**src/rtl/hduart_pkg.sv**
```systemverilog
`default_nettype none
package hduart_pkg;

    // event codes carried on the input channel
    localparam logic [1:0] CMD_TICK = 2'd0;
    localparam logic [1:0] CMD_EDGE = 2'd1;
    localparam logic [1:0] CMD_SEND = 2'd2;

    // configuration register indexes
    localparam logic [2:0] CFG_ENABLE       = 3'd0;
    localparam logic [2:0] CFG_BIT_COMPARE  = 3'd1;
    localparam logic [2:0] CFG_FIRST_SAMPLE = 3'd2;
    localparam logic [2:0] CFG_CRLF_EXPAND  = 3'd3;
    localparam logic [2:0] CFG_ECHO_ENABLE  = 3'd4;

    localparam logic [7:0] BIT_COMPARE_RST  = 8'd94;
    localparam logic [7:0] FIRST_SAMPLE_RST = 8'd125;

    localparam logic [7:0] CHAR_CR    = 8'h0D;
    localparam logic [7:0] CHAR_LF    = 8'h0A;
    localparam logic [7:0] MASK_FIRST = 8'h01;
    localparam logic [7:0] MASK_LAST  = 8'h80;
    localparam logic [7:0] MASK_NONE  = 8'h00;

    typedef struct packed {
        logic [1:0] cmd;
        logic       rx_level;
        logic [7:0] tx_byte;
    } event_t;

    typedef struct packed {
        logic       valid;
        logic [2:0] index;
        logic [7:0] data;
    } cfg_wr_t;

    typedef struct packed {
        logic       tx_line;
        logic       rx_valid;
        logic [7:0] rx_byte;
        logic       status;
        logic       add_lf;
    } evt_result_t;

endpackage
`default_nettype wire

```
**src/rtl/half_duplex_uart_with_rx_preempt_top.sv**
```systemverilog
// Half-duplex 8N1 uart channel driven by timer ticks, one event per transaction.
// Input stream: s_tuser carries the event (tick, rx falling edge, send request),
// s_tdata the rx level and the byte to send. Every event yields one result on
// the m_ stream; a received carriage return with line feed expansion on yields
// a second result carrying the line feed, and only the final one has m_tlast.
// Configuration registers are written over the cfg_ channel, which is always
// ready; writes are meant for when the stream is idle.
// An accepted event is held in the input register, processed by the core once
// the output register is free, and its first result is registered there.
// Throughput: one event per cycle while m_tready is high; an event with an
// inserted line feed holds the output until the line feed has also left.
// The send queue sits in a single-port-write, registered-read ram whose head
// entry is prefetched.
// When the receiver stalls the output register holds, one further event waits
// in the input register, and s_tready falls.
// Reset (aresetn low, synchronous) clears both stream stages, restores the
// register defaults, frees the line with tx high and empties the queue.
`default_nettype none
module half_duplex_uart_with_rx_preempt_top #(
    parameter int TX_QUEUE_DEPTH = 128
) (
    input  wire logic        aclk,
    input  wire logic        aresetn,

    input  wire logic        s_tvalid,
    output logic             s_tready,
    input  wire logic [15:0] s_tdata,   // rx_level [0], tx_byte [8:1], zero [15:9]
    input  wire logic [1:0]  s_tuser,   // cmd [1:0]

    output logic             m_tvalid,
    input  wire logic        m_tready,
    output logic [15:0]      m_tdata,   // tx_line [0], rx_byte [8:1], status [9], zero [15:10]
    output logic             m_tuser,   // rx_valid [0]
    output logic             m_tlast,

    input  wire logic        cfg_valid,
    output logic             cfg_ready,
    input  wire logic [2:0]  cfg_index,
    input  wire logic [7:0]  cfg_data
);

    logic                    in_valid_reg;
    hduart_pkg::event_t      in_evt_reg;
    logic                    out_valid_reg;
    hduart_pkg::evt_result_t out_res_reg;
    logic                    out_last_reg;
    logic                    lf_pend_reg;
    logic                    out_free;
    logic                    evt_take;
    hduart_pkg::cfg_wr_t     cfg;
    hduart_pkg::evt_result_t core_res;

    assign cfg_ready = 1'b1;
    assign cfg       = {cfg_valid, cfg_index, cfg_data};

    // output register is free once its last result leaves
    assign out_free = !out_valid_reg || (m_tready && !lf_pend_reg);
    assign evt_take = in_valid_reg && out_free;
    assign s_tready = !in_valid_reg || out_free;

    hduart_core #(
        .TX_QUEUE_DEPTH (TX_QUEUE_DEPTH)
    ) u_core (
        .aclk      (aclk),
        .aresetn   (aresetn),
        .cfg       (cfg),
        .evt_valid (evt_take),
        .evt       (in_evt_reg),
        .res       (core_res)
    );

    always_ff @(posedge aclk) begin
        if (!aresetn) begin
            in_valid_reg  <= 1'b0;
            out_valid_reg <= 1'b0;
            lf_pend_reg   <= 1'b0;
        end else begin
            if (s_tvalid && s_tready) begin
                in_valid_reg <= 1'b1;
            end else if (evt_take) begin
                in_valid_reg <= 1'b0;
            end

            if (evt_take) begin
                out_valid_reg <= 1'b1;
                lf_pend_reg   <= core_res.add_lf;
            end else if (m_tvalid && m_tready) begin
                if (lf_pend_reg) begin
                    lf_pend_reg <= 1'b0;
                end else begin
                    out_valid_reg <= 1'b0;
                end
            end
        end

        if (s_tvalid && s_tready) begin
            in_evt_reg.cmd      <= s_tuser;
            in_evt_reg.rx_level <= s_tdata[0];
            in_evt_reg.tx_byte  <= s_tdata[8:1];
        end

        if (evt_take) begin
            out_res_reg  <= core_res;
            out_last_reg <= !core_res.add_lf;
        end else if (m_tvalid && m_tready && lf_pend_reg) begin
            // inserted line feed keeps the tx level of its event
            out_res_reg.rx_valid <= 1'b1;
            out_res_reg.rx_byte  <= hduart_pkg::CHAR_LF;
            out_res_reg.status   <= 1'b0;
            out_res_reg.add_lf   <= 1'b0;
            out_last_reg         <= 1'b1;
        end
    end

    assign m_tvalid = out_valid_reg;
    assign m_tdata  = {6'd0, out_res_reg.status, out_res_reg.rx_byte, out_res_reg.tx_line};
    assign m_tuser  = out_res_reg.rx_valid;
    assign m_tlast  = out_last_reg;

    assert property (@(posedge aclk) disable iff (!aresetn)
        out_valid_reg && lf_pend_reg |-> !m_tlast)
        else $error("result with a line feed pending marked last");

    assert property (@(posedge aclk) disable iff (!aresetn)
        m_tvalid && m_tready && lf_pend_reg |=>
            m_tvalid && m_tlast && m_tuser && (m_tdata[8:1] == hduart_pkg::CHAR_LF))
        else $error("inserted line feed missing after carriage return");

    assert property (@(posedge aclk) disable iff (!aresetn)
        in_valid_reg && !out_free |=> in_valid_reg && $stable(in_evt_reg))
        else $error("waiting event lost while output stalled");

endmodule
`default_nettype wire

```
**src/rtl/hduart_ram.sv**
```systemverilog
`default_nettype none
module hduart_ram #(
    parameter int WIDTH = 8,
    parameter int DEPTH = 128,
    localparam int AW = (DEPTH > 1) ? $clog2(DEPTH) : 1
) (
    input  wire logic             aclk,
    input  wire logic             wr_en,
    input  wire logic [AW-1:0]    wr_addr,
    input  wire logic [WIDTH-1:0] wr_data,
    input  wire logic [AW-1:0]    rd_addr,
    output logic      [WIDTH-1:0] rd_data
);

    logic [WIDTH-1:0] mem [DEPTH];

    always_ff @(posedge aclk) begin
        if (wr_en) begin
            mem[wr_addr] <= wr_data;
        end
        rd_data <= mem[rd_addr];
    end

endmodule
`default_nettype wire

```
**src/rtl/hduart_core.sv**
```systemverilog
`default_nettype none
module hduart_core #(
    parameter int TX_QUEUE_DEPTH = 128,
    localparam int QW = (TX_QUEUE_DEPTH > 1) ? $clog2(TX_QUEUE_DEPTH) : 1,
    localparam int CW = $clog2(TX_QUEUE_DEPTH + 1)
) (
    input  wire logic                   aclk,
    input  wire logic                   aresetn,
    input  wire hduart_pkg::cfg_wr_t    cfg,
    input  wire logic                   evt_valid,
    input  wire hduart_pkg::event_t     evt,
    output hduart_pkg::evt_result_t     res
);

    typedef enum logic [1:0] {
        MODE_FREE,
        MODE_TX,
        MODE_TX_STOP,
        MODE_RX
    } mode_t;

    localparam logic [QW-1:0] LAST_ADDR = QW'(TX_QUEUE_DEPTH - 1);
    localparam logic [CW-1:0] FULL_COUNT = CW'(TX_QUEUE_DEPTH);

    logic       enable_reg, enable_next;
    logic [7:0] bit_compare_reg, bit_compare_next;
    logic [7:0] first_sample_reg, first_sample_next;
    logic       crlf_expand_reg, crlf_expand_next;
    logic       echo_enable_reg, echo_enable_next;

    mode_t      mode_reg, mode_next;
    logic [7:0] tick_count_reg, tick_count_next;
    logic [7:0] compare_reg, compare_next;
    logic [7:0] bit_mask_reg, bit_mask_next;
    logic [7:0] shift_reg, shift_next;
    logic       tx_level_reg, tx_level_next;
    logic [QW-1:0] head_reg, head_next;
    logic [QW-1:0] tail_reg, tail_next;
    logic [CW-1:0] count_reg, count_next;

    logic          bypass_reg;
    logic [7:0]    bypass_data_reg;
    logic [7:0]    ram_rd_data;
    logic [7:0]    head_data;
    logic          push_en;
    logic [7:0]    push_data;

    // head entry of the queue: a write that landed on the head address wins
    assign head_data = bypass_reg ? bypass_data_reg : ram_rd_data;

    hduart_ram #(
        .WIDTH (8),
        .DEPTH (TX_QUEUE_DEPTH)
    ) u_queue_ram (
        .aclk    (aclk),
        .wr_en   (push_en),
        .wr_addr (tail_reg),
        .wr_data (push_data),
        .rd_addr (head_next),
        .rd_data (ram_rd_data)
    );

    always_comb begin
        logic       send_req;
        logic [7:0] send_b;
        logic       pop_en;
        logic       start_en;
        logic [7:0] start_b;
        logic [7:0] shift_v;
        logic       got;
        logic [7:0] rx_b;
        logic       status;

        send_req = 1'b0;
        send_b   = evt.tx_byte;
        pop_en   = 1'b0;
        start_en = 1'b0;
        start_b  = evt.tx_byte;
        shift_v  = shift_reg;
        got      = 1'b0;
        rx_b     = 8'd0;
        status   = 1'b0;
        push_en  = 1'b0;
        push_data = evt.tx_byte;

        enable_next       = enable_reg;
        bit_compare_next  = bit_compare_reg;
        first_sample_next = first_sample_reg;
        crlf_expand_next  = crlf_expand_reg;
        echo_enable_next  = echo_enable_reg;
        mode_next         = mode_reg;
        tick_count_next   = tick_count_reg;
        compare_next      = compare_reg;
        bit_mask_next     = bit_mask_reg;
        shift_next        = shift_reg;
        tx_level_next     = tx_level_reg;
        head_next         = head_reg;
        tail_next         = tail_reg;
        count_next        = count_reg;

        if (cfg.valid) begin
            case (cfg.index)
                hduart_pkg::CFG_ENABLE: begin
                    enable_next = cfg.data[0];
                    // reopening the channel frees the line, queue is kept
                    if (cfg.data[0] && !enable_reg) begin
                        mode_next       = MODE_FREE;
                        tx_level_next   = 1'b1;
                        tick_count_next = 8'd0;
                    end
                end
                hduart_pkg::CFG_BIT_COMPARE:  bit_compare_next  = cfg.data;
                hduart_pkg::CFG_FIRST_SAMPLE: first_sample_next = cfg.data;
                hduart_pkg::CFG_CRLF_EXPAND:  crlf_expand_next  = cfg.data[0];
                hduart_pkg::CFG_ECHO_ENABLE:  echo_enable_next  = cfg.data[0];
                default: begin
                end
            endcase
        end else if (evt_valid && enable_reg) begin
            case (evt.cmd)
                hduart_pkg::CMD_SEND: begin
                    send_req = 1'b1;
                    send_b   = evt.tx_byte;
                end
                hduart_pkg::CMD_EDGE: begin
                    if (mode_reg != MODE_RX) begin
                        compare_next    = first_sample_reg;
                        tick_count_next = 8'd0;
                        if (mode_reg != MODE_FREE) begin
                            tx_level_next = 1'b1;
                        end
                        mode_next     = MODE_RX;
                        bit_mask_next = hduart_pkg::MASK_FIRST;
                    end
                end
                hduart_pkg::CMD_TICK: begin
                    if (mode_reg != MODE_FREE) begin
                        if (tick_count_reg != compare_reg) begin
                            tick_count_next = tick_count_reg + 8'd1;
                        end else begin
                            tick_count_next = 8'd0;
                            case (mode_reg)
                                MODE_RX: begin
                                    if (bit_mask_reg == hduart_pkg::MASK_FIRST) begin
                                        compare_next = bit_compare_reg;
                                        shift_v      = 8'd0;
                                    end
                                    if (evt.rx_level) begin
                                        shift_v = shift_v | bit_mask_reg;
                                    end
                                    shift_next = shift_v;
                                    if (bit_mask_reg == hduart_pkg::MASK_LAST) begin
                                        mode_next = MODE_FREE;
                                        got       = 1'b1;
                                        rx_b      = shift_v;
                                        send_req  = echo_enable_reg;
                                        send_b    = shift_v;
                                    end else begin
                                        bit_mask_next = {bit_mask_reg[6:0], 1'b0};
                                    end
                                end
                                MODE_TX: begin
                                    if (bit_mask_reg == hduart_pkg::MASK_NONE) begin
                                        tx_level_next = 1'b1;
                                        mode_next     = MODE_TX_STOP;
                                    end else begin
                                        tx_level_next = |(shift_reg & bit_mask_reg);
                                        bit_mask_next = {bit_mask_reg[6:0], 1'b0};
                                    end
                                end
                                default: begin
                                    // end of stop bit: next queued byte goes out
                                    mode_next = MODE_FREE;
                                    if (count_reg != '0) begin
                                        pop_en   = 1'b1;
                                        start_en = 1'b1;
                                        start_b  = head_data;
                                    end
                                end
                            endcase
                        end
                    end
                end
                default: begin
                end
            endcase

            // send request, from the channel or from echo
            if (send_req) begin
                if (count_reg == FULL_COUNT) begin
                    status = (evt.cmd == hduart_pkg::CMD_SEND);
                end else if (count_reg != '0 || mode_next != MODE_FREE) begin
                    push_en   = 1'b1;
                    push_data = send_b;
                    if (mode_next == MODE_FREE) begin
                        pop_en   = 1'b1;
                        start_en = 1'b1;
                        start_b  = head_data;
                    end
                end else begin
                    start_en = 1'b1;
                    start_b  = send_b;
                end
            end

            if (start_en) begin
                shift_next      = start_b;
                bit_mask_next   = hduart_pkg::MASK_FIRST;
                mode_next       = MODE_TX;
                tx_level_next   = 1'b0;
                tick_count_next = 8'd0;
                compare_next    = bit_compare_reg;
            end

            if (push_en) begin
                tail_next = (tail_reg == LAST_ADDR) ? '0 : tail_reg + QW'(1);
            end
            if (pop_en) begin
                head_next = (head_reg == LAST_ADDR) ? '0 : head_reg + QW'(1);
            end
            count_next = count_reg + CW'(push_en) - CW'(pop_en);
        end

        res.tx_line  = tx_level_next;
        res.rx_valid = got;
        res.rx_byte  = rx_b;
        res.status   = status;
        res.add_lf   = got && crlf_expand_reg && (rx_b == hduart_pkg::CHAR_CR);
    end

    always_ff @(posedge aclk) begin
        if (!aresetn) begin
            enable_reg       <= 1'b1;
            bit_compare_reg  <= hduart_pkg::BIT_COMPARE_RST;
            first_sample_reg <= hduart_pkg::FIRST_SAMPLE_RST;
            crlf_expand_reg  <= 1'b1;
            echo_enable_reg  <= 1'b0;
            mode_reg         <= MODE_FREE;
            tick_count_reg   <= 8'd0;
            compare_reg      <= hduart_pkg::BIT_COMPARE_RST;
            bit_mask_reg     <= hduart_pkg::MASK_NONE;
            shift_reg        <= 8'd0;
            tx_level_reg     <= 1'b1;
            head_reg         <= '0;
            tail_reg         <= '0;
            count_reg        <= '0;
            bypass_reg       <= 1'b0;
        end else begin
            enable_reg       <= enable_next;
            bit_compare_reg  <= bit_compare_next;
            first_sample_reg <= first_sample_next;
            crlf_expand_reg  <= crlf_expand_next;
            echo_enable_reg  <= echo_enable_next;
            mode_reg         <= mode_next;
            tick_count_reg   <= tick_count_next;
            compare_reg      <= compare_next;
            bit_mask_reg     <= bit_mask_next;
            shift_reg        <= shift_next;
            tx_level_reg     <= tx_level_next;
            head_reg         <= head_next;
            tail_reg         <= tail_next;
            count_reg        <= count_next;
            bypass_reg       <= push_en && (tail_reg == head_next);
        end
        bypass_data_reg <= push_data;
    end

endmodule
`default_nettype wire

```
**config.mk**
```make
export PLATFORM = sky130hd
export DESIGN_NAME = half_duplex_uart_with_rx_preempt_top
export DESIGN_NICKNAME = d
export VERILOG_FILES = /design/src/rtl/hduart_pkg.sv /design/src/rtl/half_duplex_uart_with_rx_preempt_top.sv /design/src/rtl/hduart_ram.sv /design/src/rtl/hduart_core.sv
export SDC_FILE = /design/constraint.sdc
export NUM_CORES = 1
export LEC_CHECK = 0
export ABC_CLOCK_PERIOD_IN_PS = 12700
export BUFFER_PORTS_ARGS = -buffer_cell sky130_fd_sc_hd__buf_2
export CORE_MARGIN = 4
export CORE_UTILIZATION = 40
export CTS_BUF_LIST = sky130_fd_sc_hd__clkbuf_16
export DETAILED_ROUTE_END_ITERATION = 16
export GPL_ROUTABILITY_DRIVEN = 0
export PLACE_DENSITY_LB_ADDON = 0.15
export SYNTH_ARGS = -nofsm -noshare
export SYNTH_HDL_FRONTEND = slang
export SYNTH_SLANG_ARGS = --single-unit
```
**constraint.sdc**
```tcl
create_clock -name aclk -period 12.7 [get_ports aclk]
set_input_delay 2.54 -clock aclk [delete_from_list [all_inputs] [get_ports aclk]]
set_output_delay 2.54 -clock aclk [all_outputs]
set_load 0.02 [all_outputs]
```
==> results.tsv <==
metric	value	unit
arrival	7.65	ns
setup_viol	0	
synth_edf_count	1047	
syn_inst	3552	
crit_path_start_kind	input port	
finalSetupTns	0	ns
vias	29600	
maxCapViolCount	0	
cts_setup_buffers	0	
fin_area	53200	µm²
postCtsResizedCells	0	
clk_pin_slew	0.06	ns
cp_data_required_time	13.27	ns
criticalPathCategory	input port to register	
fill_cells	10400	
synth_cell_types	86	
fin_crit_sh	0.557	
seq_area_frac_synth	0.702	
cts_tree	yes	
status	complete, no violations	
cts-buffers-inserted	121	
hp-class	register to register	
multi_input_area	13200	µm²
cts_max_path_buffers	3	
p_per_area	146	nW/µm²
netlist_area	47600	µm²
pin_count	55	
layout-area-overhead-vs-synth	12.0	%
hold_viol	0	
grt_pass1_wl	193	mm
p_leak	0.0171	µW
clkSinkCount	1143	
root_buffer	clkbuf_16	
grt_pass1_vias	28400	
drt-wirelength-per-cell	25.4	µm
netlist.area_leader.share	0.661	
fin_ws	5.62	ns
tightest_slew	1.11	ns
place_area	49400	µm²
row_count	126	
ir_drop	0.000103	V
min-delay-start	u_core.bit_compare_reg[0]$_SDFFE_PN0P_	
dieArea	124000	µm²
cp-startpoint	m_tready	
drcViolationCount	0	
yosys_warnings	0	
grt_max_degree	132	
synth_top_cell_by_area	edfxtp_1	
pre_cts_slack	4.90	ns
dp_hpwl	77.1	mm
start_util	0.403	
critPathCaptureType	register	
fp.dieH	353	µm
die_width	353	µm
drt_iter0_drc	3071	
viasPerCell	5.73	
synth-seq-cells	1143	
synth-main-ff-cell	edfxtp_1	
antenna_found_initial	0	
core_area	118000	µm²
synth_most_common_cell	edfxtp_1	
ant_nets	0	
synth_area_leaders	edfxtp_1 66%, a211oi_1 4.4%, dfxtp_1 4.0%	
routed_wl	131	mm
overflow	0	
finalCriticalPeriod	7.08	ns
max_freq	141	MHz
nNetsFinal	3578	
io_buffers	40	
skew	0.0281	ns
worstPathMaxFanout	60	
ctsHoldBuffers	0	
drive_gt1_frac	0.0945	
rsz0062_at_grt	no	
seqCellArea	33400	µm²
synthArstFlopShare	0	
grt_use_total	0.206	
largest_register_ffs	1024	
maxSlewViolCount	0	
drtPass1Iterations	5	
cts_max_level	3	
synth_area_per_cell	13.4	µm²
synthTopCellsByCount	1,047 x edfxtp_1, 335 x nand2_1, 280 x a211oi_1	
critical_path.reg2reg.startpoint	u_core.tick_count_reg[0]$_SDFFE_PN0P_	
clock_latency	0.73	ns
relSlewSlack	0.250	
## cell usage in the layout (no fill, tap or decap), types with 20 or more instances in the layout
| cell type | count |
|---|---|
| nor2_1 | 231 |
| clkbuf_16 | 125 |
| a21oi_1 | 179 |
| and3_1 | 182 |
| inv_1 | 49 |
| nand2_1 | 332 |
| nor3_1 | 49 |
| nand3_1 | 93 |
| nor2b_1 | 22 |
| o21ai_0 | 126 |
| xnor2_1 | 23 |
| a211oi_1 | 278 |
| buf_4 | 70 |
| buf_2 | 40 |
| edfxtp_1 | 1047 |
| a31oi_1 | 34 |
| and2_1 | 20 |
| a22oi_1 | 34 |
| mux2i_1 | 148 |
| nand4_1 | 51 |
| or4_1 | 46 |
| dfxtp_1 | 96 |
| clkinv_1 | 30 |
## layout make-up
| class | count | area share |
|---|---|---|
| tap | 1536 | 0.0361 |
| timing repair buffer | 114 | 0.0151 |
| multi-input combinational | 2123 | 0.248 |
| sequential | 1143 | 0.627 |
| antenna | 1 | 0.0000470 |
| clock buffer | 125 | 0.0588 |
| inverter | 25 | 0.00176 |
| clock inverter | 99 | 0.0133 |
## critical path, cell delays in order
cell      delay [ns]
buf_2           0.10
nand2b_1        0.07
a21oi_1         0.15
buf_4           0.17
nand3b_1        0.09
buf_4           0.22
a21oi_2         0.46
a21oi_2         0.11
buf_4           0.29
nor2_4          0.67
buf_4           0.78
mux2_2          0.43
a222oi_1        0.54
a211oi_1        0.20
a221oi_1        0.64
a41oi_1         0.09
## worst paths after layout
path                                       endpoint  slack [ns]  depth (start not counted)
max reg2reg   u_core.u_queue_ram.rd_data[6]$_DFF_P_        6.38                         15
min          u_core.bit_compare_reg[0]$_SDFFE_PN0P_        0.46                          2
max           u_core.u_queue_ram.rd_data[6]$_DFF_P_        5.62                         16
min reg2reg  u_core.bit_compare_reg[0]$_SDFFE_PN0P_        0.46                          2
## layer usage
| layer | vias up | GRT usage | part of all wire |
|---|---|---|---|
| met3 | 215 | 0.0324 | 0.056 |
| li1 | 13700 | - | - |
| met1 | 14900 | 0.293 | 0.45 |
| met5 | - | 0 | 0 |
| met4 | 0 | 0.0649 | 0.031 |
| met2 | 838 | 0.324 | 0.46 |
## report_power, final
part / internal [µW] / switching, µW
combinational: 56.0 / 167
clock: 1940 / 1470
sequential: 4120 / 8.74
## cell families (layout without fill, tap and decap cells)
family                   count (synthesis)  in the layout  synth area share
AND/OR/NAND/NOR                       1093           1093             0.113
adder cells (fa/ha/maj)                 16             16           0.00437
AO/OA/AOI/OAI                          815            815             0.115
other                                    2              8          0.000158
buffers and inverters                  291            363            0.0256
flip-flops                            1143           1143             0.702
multiplexers                           159            159            0.0338
XOR/XNOR                                33             33           0.00624
## metrics by stage
stage | cells | hold WS, ns | total power, µW | util
finish | 5166 | 0.464 | 7760 | 0.451
global route | 5165 | 0.488 | 8010 | 0.451
CTS | 5165 | 0.468 | 7830 | 0.451
detailed placement | 4941 | 0.459 | 4430 | 0.418
global placement | 4941 | 0.451 | 4430 | 0.418
floorplan | 3557 | 0.440 | 4360 | -
Note: power is estimated with default switching activity, not from simulation.
